==> config.mk <==
export PLATFORM = sky130hd
export DESIGN_NAME = starfield_star_update
export DESIGN_NICKNAME = d
export VERILOG_FILES = /design/src/rtl/core/sfsu_pkg.sv /design/src/rtl/core/sfsu_divider.sv /design/src/rtl/core/starfield_star_update.sv
export SDC_FILE = /design/constraint.sdc
export NUM_CORES = 2
export LEC_CHECK = 0
export BUFFER_PORTS_ARGS = -buffer_cell sky130_fd_sc_hd__buf_4
export CAP_MARGIN = 20
export CELL_PAD_IN_SITES_DETAIL_PLACEMENT = 1
export CELL_PAD_IN_SITES_GLOBAL_PLACEMENT = 1
export CORE_MARGIN = 5
export CORE_UTILIZATION = 58
export CTS_BUF_LIST = sky130_fd_sc_hd__clkbuf_8
export DETAILED_ROUTE_END_ITERATION = 10
export PLACE_DENSITY_LB_ADDON = 0.2
export SYNTH_ARGS = -nofsm -noshare
export SYNTH_HDL_FRONTEND = slang
export SYNTH_SLANG_ARGS = --single-unit
==> constraint.sdc <==
create_clock -name clock -period 8.7 [get_ports clock]
set_input_delay 2.175 -clock clock [delete_from_list [all_inputs] [get_ports clock]]
set_output_delay 2.175 -clock clock [all_outputs]
set_load 0.03 [all_outputs]
==> src/rtl/core/sfsu_pkg.sv <==
// Starfield star update: shared constants, types and the hash mix function.
// No dependencies.
`default_nettype none
package sfsu_pkg;
   localparam int unsigned STAR_COUNT    = 64;
   localparam int unsigned IDX_W         = 6;
   localparam int unsigned SCREEN_WIDTH  = 160;
   localparam int unsigned SCREEN_HEIGHT = 80;
   localparam logic [31:0] HASH_B        = 32'h72837482;
   localparam logic [31:0] HASH_C        = 32'hdeadbeef;
   localparam logic [14:0] FAR_DEPTH     = 15'h7fff;
   localparam logic [4:0]  BRIGHT_MAX    = 5'd31;
   localparam logic [14:0] DELTA_RESET   = 15'd10;

   typedef struct packed {
      logic        start;
      logic [31:0] dividend;
      logic [14:0] divisor;
   } div_req_type;

   typedef struct packed {
      logic        done;
      logic [31:0] quotient;
   } div_rsp_type;

   function automatic logic [31:0] rotl32(input logic [31:0] v, input int k);
      rotl32 = (v << k) | (v >> (32 - k));
   endfunction

   function automatic logic [31:0] mix3(input logic [31:0] a_in);
      logic [31:0] a, b, c;
      a = a_in; b = HASH_B; c = HASH_C;
      a = a - c; a = a ^ rotl32(c, 4);  c = c + b;
      b = b - a; b = b ^ rotl32(a, 6);  a = a + c;
      c = c - b; c = c ^ rotl32(b, 8);  b = b + a;
      a = a - c; a = a ^ rotl32(c, 16); c = c + b;
      b = b - a; b = b ^ rotl32(a, 19); a = a + c;
      c = c - b; c = c ^ rotl32(b, 4);
      mix3 = c;
   endfunction
endpackage
`default_nettype wire

==> src/rtl/core/sfsu_divider.sv <==
// Starfield star update: unsigned 32/15 restoring divider, one bit a cycle.
// Depends on sfsu_pkg.
`default_nettype none
module sfsu_divider (
   input  wire logic                 clock,
   input  wire logic                 reset,
   input  wire sfsu_pkg::div_req_type div_req,
   output      sfsu_pkg::div_rsp_type div_rsp
);
   import sfsu_pkg::*;

   logic [31:0] quot_ff, quot_in;
   logic [15:0] rem_ff, rem_in;
   logic [14:0] dvs_ff, dvs_in;
   logic [5:0]  cnt_ff, cnt_in;
   logic        busy_ff, busy_in, done_ff, done_in;
   logic [15:0] trial;
   logic [16:0] diff;

   always_comb begin
      quot_in = quot_ff; rem_in = rem_ff; dvs_in = dvs_ff;
      cnt_in = cnt_ff; busy_in = busy_ff; done_in = 1'b0;
      trial = {rem_ff[14:0], quot_ff[31]};
      diff = {1'b0, trial} - {2'b00, dvs_ff};
      if (div_req.start) begin
         quot_in = div_req.dividend; rem_in = '0; dvs_in = div_req.divisor;
         cnt_in = 6'd32; busy_in = 1'b1;
      end else if (busy_ff) begin
         if (!diff[16]) begin
            rem_in = diff[15:0];
            quot_in = {quot_ff[30:0], 1'b1};
         end else begin
            rem_in = trial;
            quot_in = {quot_ff[30:0], 1'b0};
         end
         cnt_in = cnt_ff - 6'd1;
         if (cnt_ff == 6'd1) begin
            busy_in = 1'b0; done_in = 1'b1;
         end
      end
   end

   always_ff @(posedge clock) begin
      quot_ff <= quot_in; rem_ff <= rem_in; dvs_ff <= dvs_in;
      if (reset) begin
         cnt_ff <= '0; busy_ff <= 1'b0; done_ff <= 1'b0;
      end else begin
         cnt_ff <= cnt_in; busy_ff <= busy_in; done_ff <= done_in;
      end
   end

   assign div_rsp.done = done_ff;
   assign div_rsp.quotient = quot_ff;

   assert property (@(posedge clock) disable iff (reset) done_ff |-> !busy_ff)
      else $error("divider done while busy");
   assert property (@(posedge clock) disable iff (reset)
      div_req.start |=> busy_ff && cnt_ff == 6'd32)
      else $error("divider did not start");
   assert property (@(posedge clock) disable iff (reset)
      busy_ff |-> cnt_ff != 6'd0)
      else $error("divider count underflow");
endmodule
`default_nettype wire

==> src/rtl/core/starfield_star_update.sv <==
// Starfield star update top level: each request updates one star and yields an erase
// point, a draw point, both or neither. When the star respawns it also runs two hashes
// of six mixing rounds each, one round a cycle. Every request makes two passes through
// one shared bit-serial divider, and result stalls can hold a request up. A new request is
// taken only once the previous one is done. The star table lives in flip-flops with
// per-star valid bits, so no clearing pass follows reset. Delta is written through
// the csr_ port while idle.
`default_nettype none
module starfield_star_update (
   input  wire logic        clock,
   input  wire logic        reset,
   input  wire logic        req_valid,
   output      logic        req_stall,
   input  wire logic [5:0]  req_star_index,
   output      logic        rsp_valid,
   input  wire logic        rsp_stall,
   output      logic [7:0]  rsp_pixel_x,
   output      logic [6:0]  rsp_pixel_y,
   output      logic [15:0] rsp_color,
   output      logic        rsp_is_erase,
   output      logic        rsp_last,
   input  wire logic        csr_valid,
   output      logic        csr_ready,
   input  wire logic [14:0] csr_delta
);
   import sfsu_pkg::*;

   typedef enum logic [9:0] {
      S_IDLE  = 10'b0000000001,
      S_READ  = 10'b0000000010,
      S_DEPTH = 10'b0000000100,
      S_SEED  = 10'b0000001000,
      S_DIVX  = 10'b0000010000,
      S_WAITX = 10'b0000100000,
      S_WAITY = 10'b0001000000,
      S_DRAW  = 10'b0010000000,
      S_ERASE = 10'b0100000000,
      S_OUT   = 10'b1000000000
   } state_type;

   state_type state_ff, state_in;

   logic [15:0] seed_x_ff [STAR_COUNT];
   logic [15:0] seed_y_ff [STAR_COUNT];
   logic [14:0] depth_ff  [STAR_COUNT];
   logic [7:0]  posx_ff   [STAR_COUNT];
   logic [6:0]  posy_ff   [STAR_COUNT];
   logic [STAR_COUNT-1:0] vis_ff, written_ff;

   logic [31:0] rng_ff;
   logic [14:0] delta_ff;
   logic [IDX_W-1:0] idx_ff;
   logic [15:0] sx_ff, sy_ff;
   logic [14:0] z_ff;
   logic [7:0]  ox_ff;
   logic [6:0]  oy_ff;
   logic        ovis_ff;
   logic        xneg_ff, yneg_ff;
   logic [31:0] qx_ff;
   logic        erase_pend_ff;
   logic        seed_hi_ff;
   logic [31:0] hx_ff, hy_ff, hz_ff;
   logic [2:0]  hrnd_ff;

   logic        rv_ff;
   logic [7:0]  rx_ff;
   logic [6:0]  ry_ff;
   logic [15:0] rc_ff;
   logic        re_ff, rl_ff;

   logic        draw_ok_ff;
   logic [7:0]  npx_ff;
   logic [6:0]  npy_ff;

   div_req_type dreq;
   div_rsp_type drsp;

   sfsu_divider u_div (.clock(clock), .reset(reset), .div_req(dreq), .div_rsp(drsp));

   // read view of an entry (unwritten entries read as reset value)
   logic [IDX_W-1:0] ridx;
   logic             rw, rvis;
   assign ridx = req_star_index;
   assign rw   = written_ff[idx_ff];
   assign rvis = vis_ff[idx_ff];

   // z_ff holds the stored depth here
   logic signed [16:0] znew;
   assign znew = $signed({2'b00, z_ff}) - $signed({2'b00, delta_ff});

   // one mixing round a cycle; (hx, hy, hz) rotate roles after each round
   logic [31:0] hrot, hmix, hsum;
   logic        hash_done;
   assign hash_done = (hrnd_ff == 3'd6);

   always_comb begin
      case (hrnd_ff)
         3'd0:    hrot = rotl32(hz_ff, 4);
         3'd1:    hrot = rotl32(hz_ff, 6);
         3'd2:    hrot = rotl32(hz_ff, 8);
         3'd3:    hrot = rotl32(hz_ff, 16);
         3'd4:    hrot = rotl32(hz_ff, 19);
         default: hrot = rotl32(hz_ff, 4);
      endcase
   end

   assign hmix = (hx_ff - hz_ff) ^ hrot;
   assign hsum = hz_ff + hy_ff;

   // projection helpers
   function automatic logic signed [31:0] fl10(input logic neg, input logic [31:0] q);
      logic [31:0] t;
      t = neg ? (q + 32'd1023) >> 10 : q >> 10;
      fl10 = neg ? -$signed(t) : $signed(t);
   endfunction

   logic [15:0] absx, absy;
   assign absx = sx_ff[15] ? 16'(-sx_ff) : sx_ff;
   assign absy = sy_ff[15] ? 16'(-sy_ff) : sy_ff;

   logic signed [31:0] px, py;
   assign px = fl10(xneg_ff, qx_ff) + $signed(32'(SCREEN_WIDTH / 2));
   assign py = fl10(yneg_ff, drsp.quotient) + $signed(32'(SCREEN_HEIGHT / 2));
   logic onscr;
   assign onscr = !px[31] && px < $signed(32'(SCREEN_WIDTH)) &&
                  !py[31] && py < $signed(32'(SCREEN_HEIGHT));

   logic [14:0] far_minus;
   logic [5:0]  gsh;
   logic [4:0]  gv;
   assign far_minus = FAR_DEPTH - z_ff;
   assign gsh = far_minus[14:9];
   assign gv = (gsh > {1'b0, BRIGHT_MAX}) ? BRIGHT_MAX : gsh[4:0];

   logic signed [8:0] dx;
   logic signed [8:0] dy;
   logic [17:0] bgsum;
   assign dx = $signed({1'b0, ox_ff}) - $signed(9'(SCREEN_WIDTH / 2));
   assign dy = ($signed({2'b00, oy_ff}) - $signed(9'(SCREEN_HEIGHT / 2))) <<< 1;
   assign bgsum = 18'(dx * dx) + 18'(dy * dy);

   logic out_free;
   assign out_free = !rv_ff || !rsp_stall;

   logic ld_erase, ld_draw;
   assign ld_erase = (state_ff == S_ERASE) && ovis_ff && out_free;
   assign ld_draw  = (state_ff == S_OUT) && draw_ok_ff && out_free;

   always_comb begin
      state_in = state_ff;
      dreq.start = 1'b0;
      dreq.dividend = '0;
      dreq.divisor = z_ff;
      case (state_ff)
         S_IDLE:  if (req_valid) state_in = S_READ;
         S_READ:  state_in = S_DEPTH;
         S_DEPTH: state_in = S_SEED;
         S_SEED:  if (!erase_pend_ff || (hash_done && seed_hi_ff)) state_in = S_DIVX;
         S_DIVX: begin
            dreq.start = 1'b1;
            dreq.dividend = {absx, 16'h0};
            state_in = S_WAITX;
         end
         S_WAITX: if (drsp.done) begin
            dreq.start = 1'b1;
            dreq.dividend = {absy, 16'h0};
            state_in = S_WAITY;
         end
         S_WAITY: if (drsp.done) state_in = S_DRAW;
         S_DRAW:  state_in = S_ERASE;
         S_ERASE: if (out_free || !ovis_ff) state_in = S_OUT;
         S_OUT:   if (out_free || !draw_ok_ff) state_in = S_IDLE;
         default: state_in = S_IDLE;
      endcase
   end

   assign req_stall = (state_ff != S_IDLE);
   assign csr_ready = (state_ff == S_IDLE);

   always_ff @(posedge clock) begin
      if (reset) begin
         state_ff <= S_IDLE;
         vis_ff <= '1;
         written_ff <= '0;
         rng_ff <= '0;
         delta_ff <= DELTA_RESET;
         rv_ff <= 1'b0;
         erase_pend_ff <= 1'b0;
      end else begin
         state_ff <= state_in;
         if (csr_valid && csr_ready) delta_ff <= csr_delta;
         if (ld_erase || ld_draw) rv_ff <= 1'b1;
         else if (!rsp_stall) rv_ff <= 1'b0;
         case (state_ff)
            S_IDLE: if (req_valid) idx_ff <= ridx;
            S_READ: begin
               ovis_ff <= rvis;
               ox_ff <= rw ? posx_ff[idx_ff] : 8'd0;
               oy_ff <= rw ? posy_ff[idx_ff] : 7'd0;
               sx_ff <= rw ? seed_x_ff[idx_ff] : 16'd0;
               sy_ff <= rw ? seed_y_ff[idx_ff] : 16'd0;
               z_ff <= rw ? depth_ff[idx_ff] : 15'd0;
            end
            S_DEPTH: begin
               erase_pend_ff <= (znew <= 17'sd0) || !ovis_ff;
               z_ff <= znew[14:0];
               seed_hi_ff <= 1'b0;
               hx_ff <= rng_ff; hy_ff <= HASH_B; hz_ff <= HASH_C;
               hrnd_ff <= 3'd0;
            end
            S_SEED: if (erase_pend_ff) begin
               // respawn takes two hashes: x seed first, then y seed
               if (!hash_done) begin
                  hx_ff <= hy_ff; hy_ff <= hsum; hz_ff <= hmix;
                  hrnd_ff <= hrnd_ff + 3'd1;
               end else if (!seed_hi_ff) begin
                  sx_ff <= hz_ff[15:0];
                  seed_hi_ff <= 1'b1;
                  rng_ff <= rng_ff + 32'd1;
                  hx_ff <= rng_ff + 32'd1; hy_ff <= HASH_B; hz_ff <= HASH_C;
                  hrnd_ff <= 3'd0;
               end else begin
                  sy_ff <= hz_ff[15:0];
                  rng_ff <= rng_ff + 32'd1;
                  z_ff <= FAR_DEPTH;
                  erase_pend_ff <= 1'b0;
               end
            end
            S_DIVX: begin
               xneg_ff <= sx_ff[15];
               yneg_ff <= sy_ff[15];
            end
            S_WAITX: if (drsp.done) qx_ff <= drsp.quotient;
            S_WAITY: if (drsp.done) begin
               draw_ok_ff <= onscr;
               npx_ff <= px[7:0];
               npy_ff <= py[6:0];
            end
            S_DRAW: begin
               seed_x_ff[idx_ff] <= sx_ff;
               seed_y_ff[idx_ff] <= sy_ff;
               depth_ff[idx_ff] <= z_ff;
               written_ff[idx_ff] <= 1'b1;
               vis_ff[idx_ff] <= draw_ok_ff;
               if (draw_ok_ff) begin
                  posx_ff[idx_ff] <= npx_ff;
                  posy_ff[idx_ff] <= npy_ff;
               end else if (!rw) begin
                  posx_ff[idx_ff] <= 8'd0;
                  posy_ff[idx_ff] <= 7'd0;
               end
            end
            S_ERASE: if (ld_erase) begin
               // erase is last when no draw point follows
               rx_ff <= ox_ff; ry_ff <= oy_ff;
               rc_ff <= 16'(bgsum >> 11);
               re_ff <= 1'b1; rl_ff <= !draw_ok_ff;
            end
            S_OUT: if (ld_draw) begin
               rx_ff <= npx_ff; ry_ff <= npy_ff;
               rc_ff <= {1'b0, gv[4:1], 1'b0, gv, 1'b0, gv[4:1]};
               re_ff <= 1'b0; rl_ff <= 1'b1;
            end
            default: ;
         endcase
      end
   end

   assign rsp_valid    = rv_ff;
   assign rsp_pixel_x  = rx_ff;
   assign rsp_pixel_y  = ry_ff;
   assign rsp_color    = rc_ff;
   assign rsp_is_erase = re_ff;
   assign rsp_last     = rl_ff;

   assert property (@(posedge clock) disable iff (reset)
      (state_ff != S_IDLE) |-> !csr_ready)
      else $error("csr ready while busy");
   assert property (@(posedge clock) disable iff (reset)
      (state_ff == S_IDLE && req_valid) |=> state_ff == S_READ)
      else $error("request not taken");
   assert property (@(posedge clock) disable iff (reset)
      (state_ff == S_WAITY && drsp.done) |=> state_ff == S_DRAW)
      else $error("sequencer skipped draw");
endmodule
`default_nettype wire

==> impl_results.md <==
- Cell at the root of the clock tree: sky130_fd_sc_hd__clkbuf_8
- Total core area: ~0.32 mm²
- Cell row count: approximately 200
- Depth of the worst register-to-register path: 32
- Post-route DRC: 0
- Final setup TNS: 0 ns
- Crit end category: flop
- Top_reg_cell synth: sky130_fd_sc_hd__edfxtp_1
- Min-Delay Path Depth: 2
- Proportion of synthesized flip-flops having asynchronous set or reset: 0
- Ratio of cells with drive above 1 in the final layout: 0.222
- Post-CTS Setup Inserts: 0
- Leftover overflow at the end of global routing: 0
- Worst setup slack for register-to-register paths: roughly 0.81 ns
- Startpoint of the lowest-slack register-to-register path: oy_ff[5]
- DR WL/cell: between 30 and 40 µm
- Max-cap violations: 0
- Initial antenna violation count: 34
- P&R area growth vs syn: 11.0%
- Crit Path Class: reg -> reg
- Final setup violation count: 0
- Synthesized instance count: 10,083
- Final GP Congestion: approximately 0.86
- Number of warnings issued by yosys: 0
- Wire length of the first global-routing pass: 817 mm
- Port Buffers: a little under 60
- Biggest area consumer among synthesized cells: sky130_fd_sc_hd__edfxtp_1
- Number of iterations in the first detailed-routing pass: 6
- Synthesized flop and latch total: approximately 4,500
- Unrepaired setup endpoints after global routing: no
- Via count of the first global-routing pass: between 100k and 150k
- Total clock sinks: approximately 4,500
- Clock Latency Late Sink: roughly 1.3 ns
- Min-Delay Path Class: reg -> reg
- Sequential area share after synthesis: 0.719
- Number of synthesized flops with an enable pin: around 4,300
- Power density over the cells: approximately 210 mW/mm²
- Detailed-route wire length: approximately 570 mm
- Worst r2r dst: rsp_color[5]
- Rel. slew slack: 0.153
- Residual antenna-violating net count after detailed routing: 0
- Number of buffers on the longest clock path: 4
- Sort of element at the start of the critical path: flop
- Cell at the slowest stage of the critical path: sky130_fd_sc_hd__edfxtp_1
- Pin count of the biggest net entering global routing: approximately 140
- Most area-consuming cells after synthesis: sky130_fd_sc_hd__edfxtp_1 (70%), sky130_fd_sc_hd__mux4_2 (12%), sky130_fd_sc_hd__dfxtp_1 (2.3%), sky130_fd_sc_hd__a22oi_1 (2.1%), sky130_fd_sc_hd__fa_1 (1.2%)
- DP HPWL: between 300 and 400 mm
- # hold bufs at CTS: 0
- Peak fanout along the critical path: 12
- Largest vdd supply drop: around 0.00016 V
- IO Count: 62
- Area of combinational cells with multiple inputs: ~0.049 mm²
- WHS: roughly 0.46 ns
- Minimum clock period: 7.89 ns
- Initial Util: 0.583
- Final count of pins violating max slew: 0
- Global-route usage over all layers: 0.345
- Yosys cell types: 96
- Share of the synthesized area in the top cell type: 0.695
- Worst EP arrival: around 8.9 ns
- TritonCTS Buffers: roughly 700
- Die span in y: between 500 and 600 µm
- Clock tree from TritonCTS: yes
- Hold worst-path end: delta_ff[5]
- Number of gates given a new drive strength after cts: 0
- Storage cell area: ~0.13 mm²
- Final Hold Viols: 0
- Post-synthesis instance area: 0.184 mm²
- Via-to-Cell Ratio: approximately 7.0
- Filler instances: around 27,000
- Peak Freq: 127 MHz
- Leakage power summed over all cells: between 60 and 70 nW
- Setup slack at placement: between 0.7 and 0.8 ns
- Max incr delay on CP: between 0.5 and 0.6 ns
- Drt initial violations: between 10,000 and 15,000
- Worst min-delay path startpoint: delta_ff[5]
- Layout Cell Area excl Fill: 0.204 mm²
- Clock slew seen by the registers of the worst setup and hold paths: ~0.06 ns
- Count of nets after finishing: approximately 11,000
- Cell area after placement: 0.192 mm²
- Post-route worst setup slack: between 0.8 and 0.9 ns
- H-tree Lvls: 6
- Area of the die: 0.329 mm²
- Worst slew pin tran: 1.27 ns
- Endpoint required time on the critical path: about 9.7 ns
- Via count: about 110k
- Horizontal extent of the die: around 570 µm
- Most frequent cell on the critical path: sky130_fd_sc_hd__inv_1
- Run status: finished, final reports clean
- Syn Area/Cell: approximately 18 µm²
- Setup Skew: around 0.1 ns
- Portion of the clock cycle consumed by the worst path in the final layout: 0.906
==> worst max path at each step <==
stage | start | endpoint | slack (ns) | cells after the start
after floorplan | reset | hrnd_ff[0] | 0.57 | 4
after global placement | oy_ff[4] | rsp_color[5] | 0.60 | 33
after detailed placement | oy_ff[5] | rsp_color[5] | 0.71 | 31
after CTS | oy_ff[5] | rsp_color[5] | 0.74 | 31
after global routing | oy_ff[4] | rsp_color[5] | 0.33 | 31
final | oy_ff[5] | rsp_color[5] | 0.81 | 32
==> through the flow <==
stage	utilization	power, mW	std cells
floorplan	-	26.0	10084
global placement	0.607	26.8	14016
detailed placement	0.607	26.9	14020
CTS	0.647	43.2	15252
global route	0.647	44.6	15260
finish	0.648	43.0	15274
==> layer usage <==
layer  track usage  share of wire  vias up
li1              -              -    42137
met3        0.0817           0.11     1683
met5             0        0.00032        -
met4         0.181          0.062       26
met2         0.553           0.48     7899
met1         0.445           0.34    55743
==> worst max-delay path: cells and delay by family, from the launching register on <==
kind / cells / cell delay [ns]
adder cells (fa/ha/maj): 9 / 3.74
AO/OA/AOI/OAI: 8 / 1.41
XOR/XNOR: 4 / 0.97
buffers and inverters: 9 / 0.69
flip-flops: 1 / 0.58
AND/OR/NAND/NOR: 2 / 0.28
==> registers in the layout, indices dropped and copies added (netlist names), 16 cells and up, named ones only <==
signal,flops
sy_ff,16
written_ff,64
sx_ff,16
u_div.quot_ff,32
posy_ff,448
hx_ff,32
vis_ff,64
depth_ff,960
seed_y_ff,1024
rng_ff,32
hz_ff,32
qx_ff,32
seed_x_ff,1024
hy_ff,32
posx_ff,512
==> final cells by class <==
| cell class | instances | area share |
|---|---|---|
| diodes | 18 | 0.000220 |
| clock buffers | 714 | 0.0481 |
| clock inverters | 518 | 0.0135 |
| inverters | 362 | 0.00665 |
| multi-input cells | 4636 | 0.242 |
| flip-flops and latches | 4478 | 0.648 |
| well taps | 4160 | 0.0255 |
| repair buffers | 388 | 0.0160 |
==> where the power goes <==
group / total (mW) / switching (mW) / internal (mW) / leakage, nW
logic: 3.00 / 1.61 / 1.39 / 18.6
registers: 23.4 / 0.0844 / 23.4 / 40.1
clock network: 16.5 / 8.47 / 8.07 / 7.30
==> kinds of logic (layout without fill, tap and decap cells) <==
kind of cell,count (synthesis),count (layout),synth area share
AOI/OAI and AO/OA,1587,1587,0.0606
DFF,4478,4478,0.719
other,1,20,0.0000204
adders and majority gates,294,294,0.0246
xor gates and xnor gates,264,264,0.0126
muxes,1026,1026,0.123
buffers and inverters,970,1982,0.0200
and+or+nand+nor,1463,1463,0.0405
==> placed cells by master, fill, tap and decap left out, types with 58 or more instances in the layout <==
| master | count |
|---|---|
| sky130_fd_sc_hd__clkinv_2 | 58 |
| sky130_fd_sc_hd__nor2_4 | 67 |
| sky130_fd_sc_hd__mux4_2 | 985 |
| sky130_fd_sc_hd__xnor2_1 | 172 |
| sky130_fd_sc_hd__ha_1 | 180 |
| sky130_fd_sc_hd__nand2_1 | 359 |
| sky130_fd_sc_hd__nor3_1 | 70 |
| sky130_fd_sc_hd__inv_1 | 594 |
| sky130_fd_sc_hd__clkinv_1 | 169 |
| sky130_fd_sc_hd__a31oi_1 | 64 |
| sky130_fd_sc_hd__nand3_1 | 150 |
| sky130_fd_sc_hd__o22ai_1 | 76 |
| sky130_fd_sc_hd__fa_1 | 114 |
| sky130_fd_sc_hd__dfxtp_1 | 210 |
| sky130_fd_sc_hd__xor2_1 | 91 |
| sky130_fd_sc_hd__edfxtp_1 | 4262 |
| sky130_fd_sc_hd__a221oi_1 | 78 |
| sky130_fd_sc_hd__o21ai_0 | 199 |
| sky130_fd_sc_hd__clkbuf_8 | 714 |
| sky130_fd_sc_hd__a21oi_1 | 216 |
| sky130_fd_sc_hd__buf_4 | 360 |
| sky130_fd_sc_hd__nor2_1 | 214 |
| sky130_fd_sc_hd__nand4_1 | 109 |
| sky130_fd_sc_hd__a22oi_1 | 508 |
| sky130_fd_sc_hd__a22o_1 | 81 |
==> synthesized netlist by cell type (172+ instances only) <==
cell type and n:
sky130_fd_sc_hd__edfxtp_1 4262, sky130_fd_sc_hd__mux4_2 985, sky130_fd_sc_hd__a22oi_1 508, sky130_fd_sc_hd__clkbuf_1 463
sky130_fd_sc_hd__nand2_1 367, sky130_fd_sc_hd__inv_1 360, sky130_fd_sc_hd__nor2_1 285, sky130_fd_sc_hd__a21oi_1 218
sky130_fd_sc_hd__dfxtp_1 216, sky130_fd_sc_hd__o21ai_0 199, sky130_fd_sc_hd__ha_1 180, sky130_fd_sc_hd__xnor2_1 172
No activity file was read; power rests on OpenSTA's default activity.
